File: src/sv/xmk_pkg.sv
// xmk_pkg: shared types and constants for the masked xoshiro keystream block.
// Holds queue sizing, register indexes, transaction structs and the mask table.
// No dependencies.
package xmk_pkg;

	localparam int QDEPTH = 8;
	localparam int QPTR_W = $clog2(QDEPTH);
	localparam int QCNT_W = $clog2(QDEPTH + 1);
	localparam int QDATA_W = 64;
	localparam int CFG_IDX_W = 8;
	localparam int GEN_W = 64;
	localparam int WORD_W = 32;
	localparam int MASK_N = 32;
	localparam int MASK_GRP = 4;
	localparam int MASK_PER_GRP = MASK_N / MASK_GRP;
	localparam int ROT_L = 45;
	localparam int SHIFT_T = 17;

	localparam logic [CFG_IDX_W-1:0] REG_SEED0 = CFG_IDX_W'(0);
	localparam logic [CFG_IDX_W-1:0] REG_SEED1 = CFG_IDX_W'(1);
	localparam logic [CFG_IDX_W-1:0] REG_SEED2 = CFG_IDX_W'(2);
	localparam logic [CFG_IDX_W-1:0] REG_SEED3 = CFG_IDX_W'(3);

	typedef logic [WORD_W-1:0] word_t;

	// Bit 31 of the scrambled word selects entry 0.
	localparam word_t MASK_TABLE [0:MASK_N-1] = '{
		32'd2276344508, 32'd3868698040, 32'd2932233957, 32'd2481846377,
		32'd3315139130, 32'd1079154857, 32'd546696388,  32'd2042452297,
		32'd2280531969, 32'd3382719674, 32'd1837261007, 32'd352190692,
		32'd547788629,  32'd2406082427, 32'd1197860883, 32'd376254976,
		32'd3001847785, 32'd2516055065, 32'd2848289332, 32'd471417044,
		32'd120242309,  32'd3247271329, 32'd2552421204, 32'd2399516480,
		32'd3128873567, 32'd3305266045, 32'd976269268,  32'd2353587310,
		32'd3818595075, 32'd557748429,  32'd209807908,  32'd459673187
	};

	typedef struct packed {
		logic full;
		logic empty;
		logic [QCNT_W-1:0] count;
	} q_stat_t;

	typedef struct packed {
		word_t plain;
		word_t gen_lo;
	} work_t;

	typedef struct packed {
		word_t cipher;
		word_t keystream;
	} result_t;

endpackage

File: src/sv/xmk_fifo.sv
// xmk_fifo: small show-ahead flip-flop queue for 64-bit transactions.
// Depends on xmk_pkg for depth, pointer widths and the status struct.
module xmk_fifo import xmk_pkg::*; (
	input  logic               clk,
	input  logic               arst_n,
	input  logic               push,
	input  logic [QDATA_W-1:0] wdata,
	input  logic               pop,
	output logic [QDATA_W-1:0] rdata,
	output q_stat_t            stat
);

	logic [QDATA_W-1:0] mem_q [QDEPTH];
	logic [QPTR_W-1:0] wr_ptr_q;
	logic [QPTR_W-1:0] rd_ptr_q;
	logic [QCNT_W-1:0] count_q;
	logic do_push;
	logic do_pop;

	assign stat.full = (count_q == QCNT_W'(QDEPTH));
	assign stat.empty = (count_q == '0);
	assign stat.count = count_q;
	assign do_push = push & ~stat.full;
	assign do_pop = pop & ~stat.empty;
	assign rdata = mem_q[rd_ptr_q];

	always_ff @(posedge clk) begin
		if (do_push) begin
			mem_q[wr_ptr_q] <= wdata;
		end
	end

	always_ff @(posedge clk or negedge arst_n) begin
		if (!arst_n) begin
			wr_ptr_q <= '0;
			rd_ptr_q <= '0;
			count_q <= '0;
		end else begin
			if (do_push) begin
				wr_ptr_q <= wr_ptr_q + QPTR_W'(1);
			end
			if (do_pop) begin
				rd_ptr_q <= rd_ptr_q + QPTR_W'(1);
			end
			case ({do_push, do_pop})
				2'b10: count_q <= count_q + QCNT_W'(1);
				2'b01: count_q <= count_q - QCNT_W'(1);
				default: count_q <= count_q;
			endcase
		end
	end

endmodule

File: src/sv/xmk_front.sv
// xmk_front: generator state, seed register writes and input acceptance.
// Advances xoshiro256 once per accepted word and queues {plain, word one low}.
// Depends on xmk_pkg.
module xmk_front import xmk_pkg::*; (
	input  logic                 clk,
	input  logic                 arst_n,
	input  logic                 cfg_valid,
	output logic                 cfg_ready,
	input  logic [CFG_IDX_W-1:0] cfg_index,
	input  logic [GEN_W-1:0]     cfg_data,
	input  logic                 accept,
	input  word_t                plain_word,
	output work_t                work
);

	logic [GEN_W-1:0] w0_q, w1_q, w2_q, w3_q;
	logic [GEN_W-1:0] t, n0, n1, n2, n3, x3;
	logic cfg_wr;

	assign cfg_ready = 1'b1;
	assign cfg_wr = cfg_valid & cfg_ready;

	assign work.plain = plain_word;
	assign work.gen_lo = w1_q[WORD_W-1:0];

	always_comb begin
		t = w1_q << SHIFT_T;
		n2 = w2_q ^ w0_q;
		x3 = w3_q ^ w1_q;
		n1 = w1_q ^ n2;
		n0 = w0_q ^ x3;
		n2 = n2 ^ t;
		n3 = {x3[GEN_W-ROT_L-1:0], x3[GEN_W-1:GEN_W-ROT_L]};
	end

	always_ff @(posedge clk or negedge arst_n) begin
		if (!arst_n) begin
			w0_q <= '0;
			w1_q <= '0;
			w2_q <= '0;
			w3_q <= '0;
		end else if (cfg_wr) begin
			case (cfg_index)
				REG_SEED0: w0_q <= cfg_data;
				REG_SEED1: w1_q <= cfg_data;
				REG_SEED2: w2_q <= cfg_data;
				REG_SEED3: w3_q <= cfg_data;
				default: ;
			endcase
		end else if (accept) begin
			w0_q <= n0;
			w1_q <= n1;
			w2_q <= n2;
			w3_q <= n3;
		end
	end

endmodule

File: src/sv/xmk_back.sv
// xmk_back: scrambler and mask pipeline between the work queue and result queue.
// Issues only with room reserved in the result queue, so it never stalls.
// Depends on xmk_pkg.
module xmk_back import xmk_pkg::*; (
	input  logic    clk,
	input  logic    arst_n,
	input  work_t   work,
	input  q_stat_t work_stat,
	input  q_stat_t res_stat,
	output logic    work_pop,
	output logic    res_push,
	output result_t res
);

	logic v_s1, v_s2, v_s3;
	word_t plain_s1, plain_s2, plain_s3;
	word_t scr_s1, scr_s2;
	word_t part_s3 [MASK_GRP];
	logic [QCNT_W:0] used;
	word_t x5, x5x, x9, ks;
	word_t part [MASK_GRP];

	assign used = {1'b0, res_stat.count} + (QCNT_W+1)'(v_s1) + (QCNT_W+1)'(v_s2)
		+ (QCNT_W+1)'(v_s3);
	assign work_pop = ~work_stat.empty & (used < (QCNT_W+1)'(QDEPTH));

	always_comb begin
		x5 = work.gen_lo + {work.gen_lo[WORD_W-3:0], 2'b00};
		x5x = x5 ^ {x5[WORD_W-8:0], 7'b0};
		x9 = scr_s1 + {scr_s1[WORD_W-4:0], 3'b000};
	end

	always_comb begin
		for (int g = 0; g < MASK_GRP; g++) begin
			part[g] = '0;
			for (int j = 0; j < MASK_PER_GRP; j++) begin
				if (scr_s2[WORD_W-1-(g*MASK_PER_GRP+j)]) begin
					part[g] = part[g] + MASK_TABLE[g*MASK_PER_GRP+j];
				end
			end
		end
	end

	always_comb begin
		ks = '0;
		for (int g = 0; g < MASK_GRP; g++) begin
			ks = ks + part_s3[g];
		end
	end

	assign res_push = v_s3;
	assign res.keystream = ks;
	assign res.cipher = plain_s3 ^ ks;

	always_ff @(posedge clk or negedge arst_n) begin
		if (!arst_n) begin
			v_s1 <= 1'b0;
			v_s2 <= 1'b0;
			v_s3 <= 1'b0;
		end else begin
			v_s1 <= work_pop;
			v_s2 <= v_s1;
			v_s3 <= v_s2;
		end
	end

	always_ff @(posedge clk) begin
		plain_s1 <= work.plain;
		scr_s1 <= x5x;
		plain_s2 <= plain_s1;
		scr_s2 <= x9;
		plain_s3 <= plain_s2;
		for (int g = 0; g < MASK_GRP; g++) begin
			part_s3[g] <= part[g];
		end
	end

endmodule

File: src/sv/xoshiro_masked_keystream_xor_top.sv
// xoshiro_masked_keystream_xor_top: masked xoshiro256 keystream XOR cipher.
// Instantiates xmk_front, two xmk_fifo queues and xmk_back; uses xmk_pkg.
//
// Usage:
//   Seeds: write cfg_index 0..3 with a 64-bit value on cfg_data while
//   cfg_valid is high; cfg_ready is always high. Each write loads one state
//   word at once; other indexes are ignored. Write only while idle.
//   Input: a plain_word transaction is taken when push is high and full low.
//   Output: cipher_word and keystream_word of the oldest result are valid
//   while empty is low; pop high with empty low takes the transaction.
// Path: a result becomes visible after its input passes the work queue,
//   scramble, multiply by 9, masked partial sums and the result queue.
// Throughput: one word per cycle while the result side keeps popping; the
//   generator update is registered; the back end is a 3-stage pipeline.
// Stall: the back end issues only with a free result-queue slot reserved,
//   so a stalled receiver fills the result queue, then the 8-entry work
//   queue, after which full rises.
// Reset: arst_n low clears the generator state to zero and empties both
//   queues; with a zero state the keystream word is zero.
module xoshiro_masked_keystream_xor_top import xmk_pkg::*; (
	input  logic                 clk,
	input  logic                 arst_n,
	input  logic                 cfg_valid,
	output logic                 cfg_ready,
	input  logic [CFG_IDX_W-1:0] cfg_index,
	input  logic [GEN_W-1:0]     cfg_data,
	input  logic                 push,
	output logic                 full,
	input  logic [31:0]          plain_word,
	output logic                 empty,
	input  logic                 pop,
	output logic [31:0]          cipher_word,
	output logic [31:0]          keystream_word
);

	work_t work_in, work_out;
	result_t res_in, res_out;
	q_stat_t work_stat, res_stat;
	logic accept;
	logic work_pop;
	logic res_push;

	assign full = work_stat.full;
	assign empty = res_stat.empty;
	assign accept = push & ~work_stat.full;
	assign cipher_word = res_out.cipher;
	assign keystream_word = res_out.keystream;

	xmk_front u_front (
		.clk        (clk),
		.arst_n     (arst_n),
		.cfg_valid  (cfg_valid),
		.cfg_ready  (cfg_ready),
		.cfg_index  (cfg_index),
		.cfg_data   (cfg_data),
		.accept     (accept),
		.plain_word (plain_word),
		.work       (work_in)
	);

	xmk_fifo u_work_q (
		.clk    (clk),
		.arst_n (arst_n),
		.push   (accept),
		.wdata  (work_in),
		.pop    (work_pop),
		.rdata  (work_out),
		.stat   (work_stat)
	);

	xmk_back u_back (
		.clk       (clk),
		.arst_n    (arst_n),
		.work      (work_out),
		.work_stat (work_stat),
		.res_stat  (res_stat),
		.work_pop  (work_pop),
		.res_push  (res_push),
		.res       (res_in)
	);

	xmk_fifo u_res_q (
		.clk    (clk),
		.arst_n (arst_n),
		.push   (res_push),
		.wdata  (res_in),
		.pop    (pop),
		.rdata  (res_out),
		.stat   (res_stat)
	);

endmodule
File: config.mk
export PLATFORM = sky130hd
export DESIGN_NAME = xoshiro_masked_keystream_xor_top
export DESIGN_NICKNAME = d
export VERILOG_FILES = /design/src/sv/xmk_pkg.sv /design/src/sv/xmk_fifo.sv /design/src/sv/xmk_front.sv /design/src/sv/xmk_back.sv /design/src/sv/xoshiro_masked_keystream_xor_top.sv
export SDC_FILE = /design/constraint.sdc
export NUM_CORES = 2
export LEC_CHECK = 0
export ABC_AREA = 1
export BUFFER_PORTS_ARGS = -buffer_cell sky130_fd_sc_hd__buf_2
export CAP_MARGIN = 20
export CORE_UTILIZATION = 55
export CTS_BUF_LIST = sky130_fd_sc_hd__clkbuf_8
export DETAILED_ROUTE_END_ITERATION = 10
export GPL_TIMING_DRIVEN = 0
export PLACE_DENSITY_LB_ADDON = 0.05
export SYNTH_ARGS = -nofsm -noshare
export SYNTH_HDL_FRONTEND = slang
export SYNTH_HIERARCHICAL = 1
export SYNTH_SLANG_ARGS = --single-unit
File: constraint.sdc
create_clock -name clk -period 5.8 [get_ports clk]
set_clock_uncertainty 0.1 [all_clocks]
set_input_delay 0.29 -clock clk [delete_from_list [all_inputs] [get_ports clk]]
set_output_delay 0.29 -clock clk [all_outputs]
set_load 0.05 [all_outputs]
==> impl_metrics.env <==
export IMPL_grt_pass1_vias=71860
export IMPL_critPathMaxStageDelay_ns=0.52
export IMPL_layout_commonest_cell="nand2_1"
export IMPL_cp_startpoint="u_back/part_s3[2][1]"
export IMPL_layout_common_cells="4438 x nand2_1, 1362 x nor2_1, 1347 x inv_1, 1024 x edfxtp_1, 862 x nand3_1"
export IMPL_rsz0062_at_grt="false"
export IMPL_cts_sinks=1591
export IMPL_numCtsBuffers=290
export IMPL_cp_max_fo=8
export IMPL_die_w_um=406.6
export IMPL_final_nets=12650
export IMPL_period_minus_slack_ns=5.470
export IMPL_syn2layout_area_growth_pct=13.91
export IMPL_ios=176
export IMPL_status="finished, final reports clean"
export IMPL_crit_arrival_ns=6.09
export IMPL_dp_hpwl_um=195500
export IMPL_max_slew_margin_rel_pct=22.24
export IMPL_setup_viol=0
export IMPL_portBuffers=142
export IMPL_insertion_delay_ns=1.06
export IMPL_start_util_pct=55.37
export IMPL_syn_inst=11600
export IMPL_die_area_mm2=0.1653
export IMPL_grtUsageTotal_pct=31.95
export IMPL_hold_depth=6
export IMPL_finalMaxSlewViolations=0
export IMPL_worstPathRequired_ns=6.42
export IMPL_std_cell_rows=148
export IMPL_worstRegToRegCells=28
export IMPL_antenna_found_initial=14
export IMPL_reg2reg_slack_ns=0.33
export IMPL_path_clk_slew_ns=0.06
export IMPL_yosys_warnings=6
export IMPL_netlist_area_mm2=0.09003
export IMPL_worstMarginPinSlew_ns=1.166
export IMPL_viasPerCell=5.256
export IMPL_fmax_mhz=182.8
export IMPL_final_hold_violation_count=0
export IMPL_grt_pass1_wl_um=404900
export IMPL_setup_tns_ns=0
export IMPL_drive_gt1_share_pct=9.997
export IMPL_whs_endpoint="u_front/w0_q[46]"
export IMPL_r2r_end="u_res_q/mem_q[2][29]"
export IMPL_finalWirelength_um=268300
export IMPL_rr_startpoint="u_back/part_s3[2][1]"
export IMPL_ctsHtreeMaxLevel=5
export IMPL_hold_ws_ns=0.1127
export IMPL_hp_start="cfg_data[46]"
export IMPL_hold_class="primary input to flip-flop"
export IMPL_drtIter0Drc=7115
export IMPL_drc=0
export IMPL_cp_end_kind="flip-flop"
export IMPL_overflow=0
export IMPL_cp_slowest_cell="fa_1"
export IMPL_via_count=77060
export IMPL_clockBufferDepth=4
export IMPL_first_pass_iters=8
export IMPL_crit_family="compound AO/OA/AOI/OAI gates"
export IMPL_ant_nets=0
export IMPL_gp_congestion=0.9243
export IMPL_core_mm2=0.1626
export IMPL_syn_nets=11960
export IMPL_fp_dieH_um=406.6
export IMPL_path_common_cell="nand2_1"
export IMPL_crit_buf_inv=3
export IMPL_crit_type="flip-flop to flip-flop"
export IMPL_cts_root_buf="clkbuf_8"
export IMPL_tritoncts="built"
export IMPL_critPathLaunchType="flip-flop"
export IMPL_syn_avg_cell_area_um2=7.764
export IMPL_wire_per_inst_um=18.30
export IMPL_maxCapViolCount=0
export IMPL_finalCritPeriodShare_pct=94.31
export IMPL_grt_start_max_net_pins=108
==> worst reg2reg max path: cells and delay by family (launching register included) <==
| family | cells | cell delay, ns |
|---|---|---|
| DFF | 1 | 0.42 |
| buffers and inverters | 3 | 0.38 |
| xor gates and xnor gates | 1 | 0.21 |
| AOI/OAI and AO/OA | 7 | 1.43 |
| adders and majority gates | 4 | 1.39 |
| and+or+nand+nor | 13 | 1.28 |
==> sequential cells by signal, indices dropped and copies added (netlist names), 3 cells and up <==
register           cells
u_work_q/count_q       4
u_work_q/mem_q       512
u_back/plain_s1       32
u_front/w0_q          64
u_front/w1_q          64
u_res_q/mem_q        512
u_res_q/wr_ptr_q       3
u_back/plain_s3       32
u_work_q/wr_ptr_q      3
u_res_q/count_q        4
u_front/w2_q          64
u_back/plain_s2       32
u_work_q/rd_ptr_q      3
u_front/w3_q          64
u_back/part_s3       128
u_back/scr_s2         32
u_res_q/rd_ptr_q       3
u_back/scr_s1         32
==> how the worst max path moves through the flow <==
stage | to | slack, ns | cells past startpoint
floorplan | u_work_q/mem_q[4][0] | -0.48 | 7
global placement | u_work_q/mem_q[5][41] | -5.36 | 7
detailed placement | u_res_q/mem_q[4][62] | -0.73 | 23
CTS | u_res_q/mem_q[7][62] | 0.04 | 24
global route | u_back/part_s3[0][29] | 0.005 | 37
finish | u_res_q/mem_q[2][29] | 0.33 | 28
==> stage by stage <==
stage	setup slack [ns]	utilization (%)	cells	cell area [um2]
after floorplan	-0.4819	-	11600	90070
after global placement	-5.359	57.51	13910	93500
after detailed placement	-0.7264	58.64	14020	95340
after CTS	0.04019	62.95	14660	102400
after global routing	0.005112	63.07	14660	102500
final	0.3301	63.08	14660	102600
==> area by class of cell <==
class	count	area, um2
Antenna cell	4	10.01
Buffer	447	2626
Clock buffer	335	4611
Clock inverter	148	745.7
Fill cell	14230	60030
Inverter	1340	5037
Multi-Input combinational cell	8217	39320
Sequential cell	1591	43510
Tap cell	2175	2721
Timing Repair Buffer	406	3975
==> routing by layer <==
layer | part of all wire [%] | vias up | GRT usage [%] | routed length [um]
met1 | 42 | 35970 | 43.00 | 113500
met4 | 3.9 | 4 | 13.20 | 10510
met5 | 0.010 | - | 0 | 27
met3 | 7.7 | 552 | 5.058 | 20610
met2 | 46 | 2796 | 51.43 | 123600
li1 | - | 37740 | - | -
==> what timing repair did <==
action                                  in CTS  in global routing
buffers inserted                             6                  1
resized for setup                           16                 44
endpoints found under the hold margin      801                  0
pin swaps                                    3                  1
hold buffers                               147                  0
endpoints found under the setup margin      94                152
Power is not shown: default switching activity piles up to over one toggle a cycle in this logic, so the estimate is an artifact.
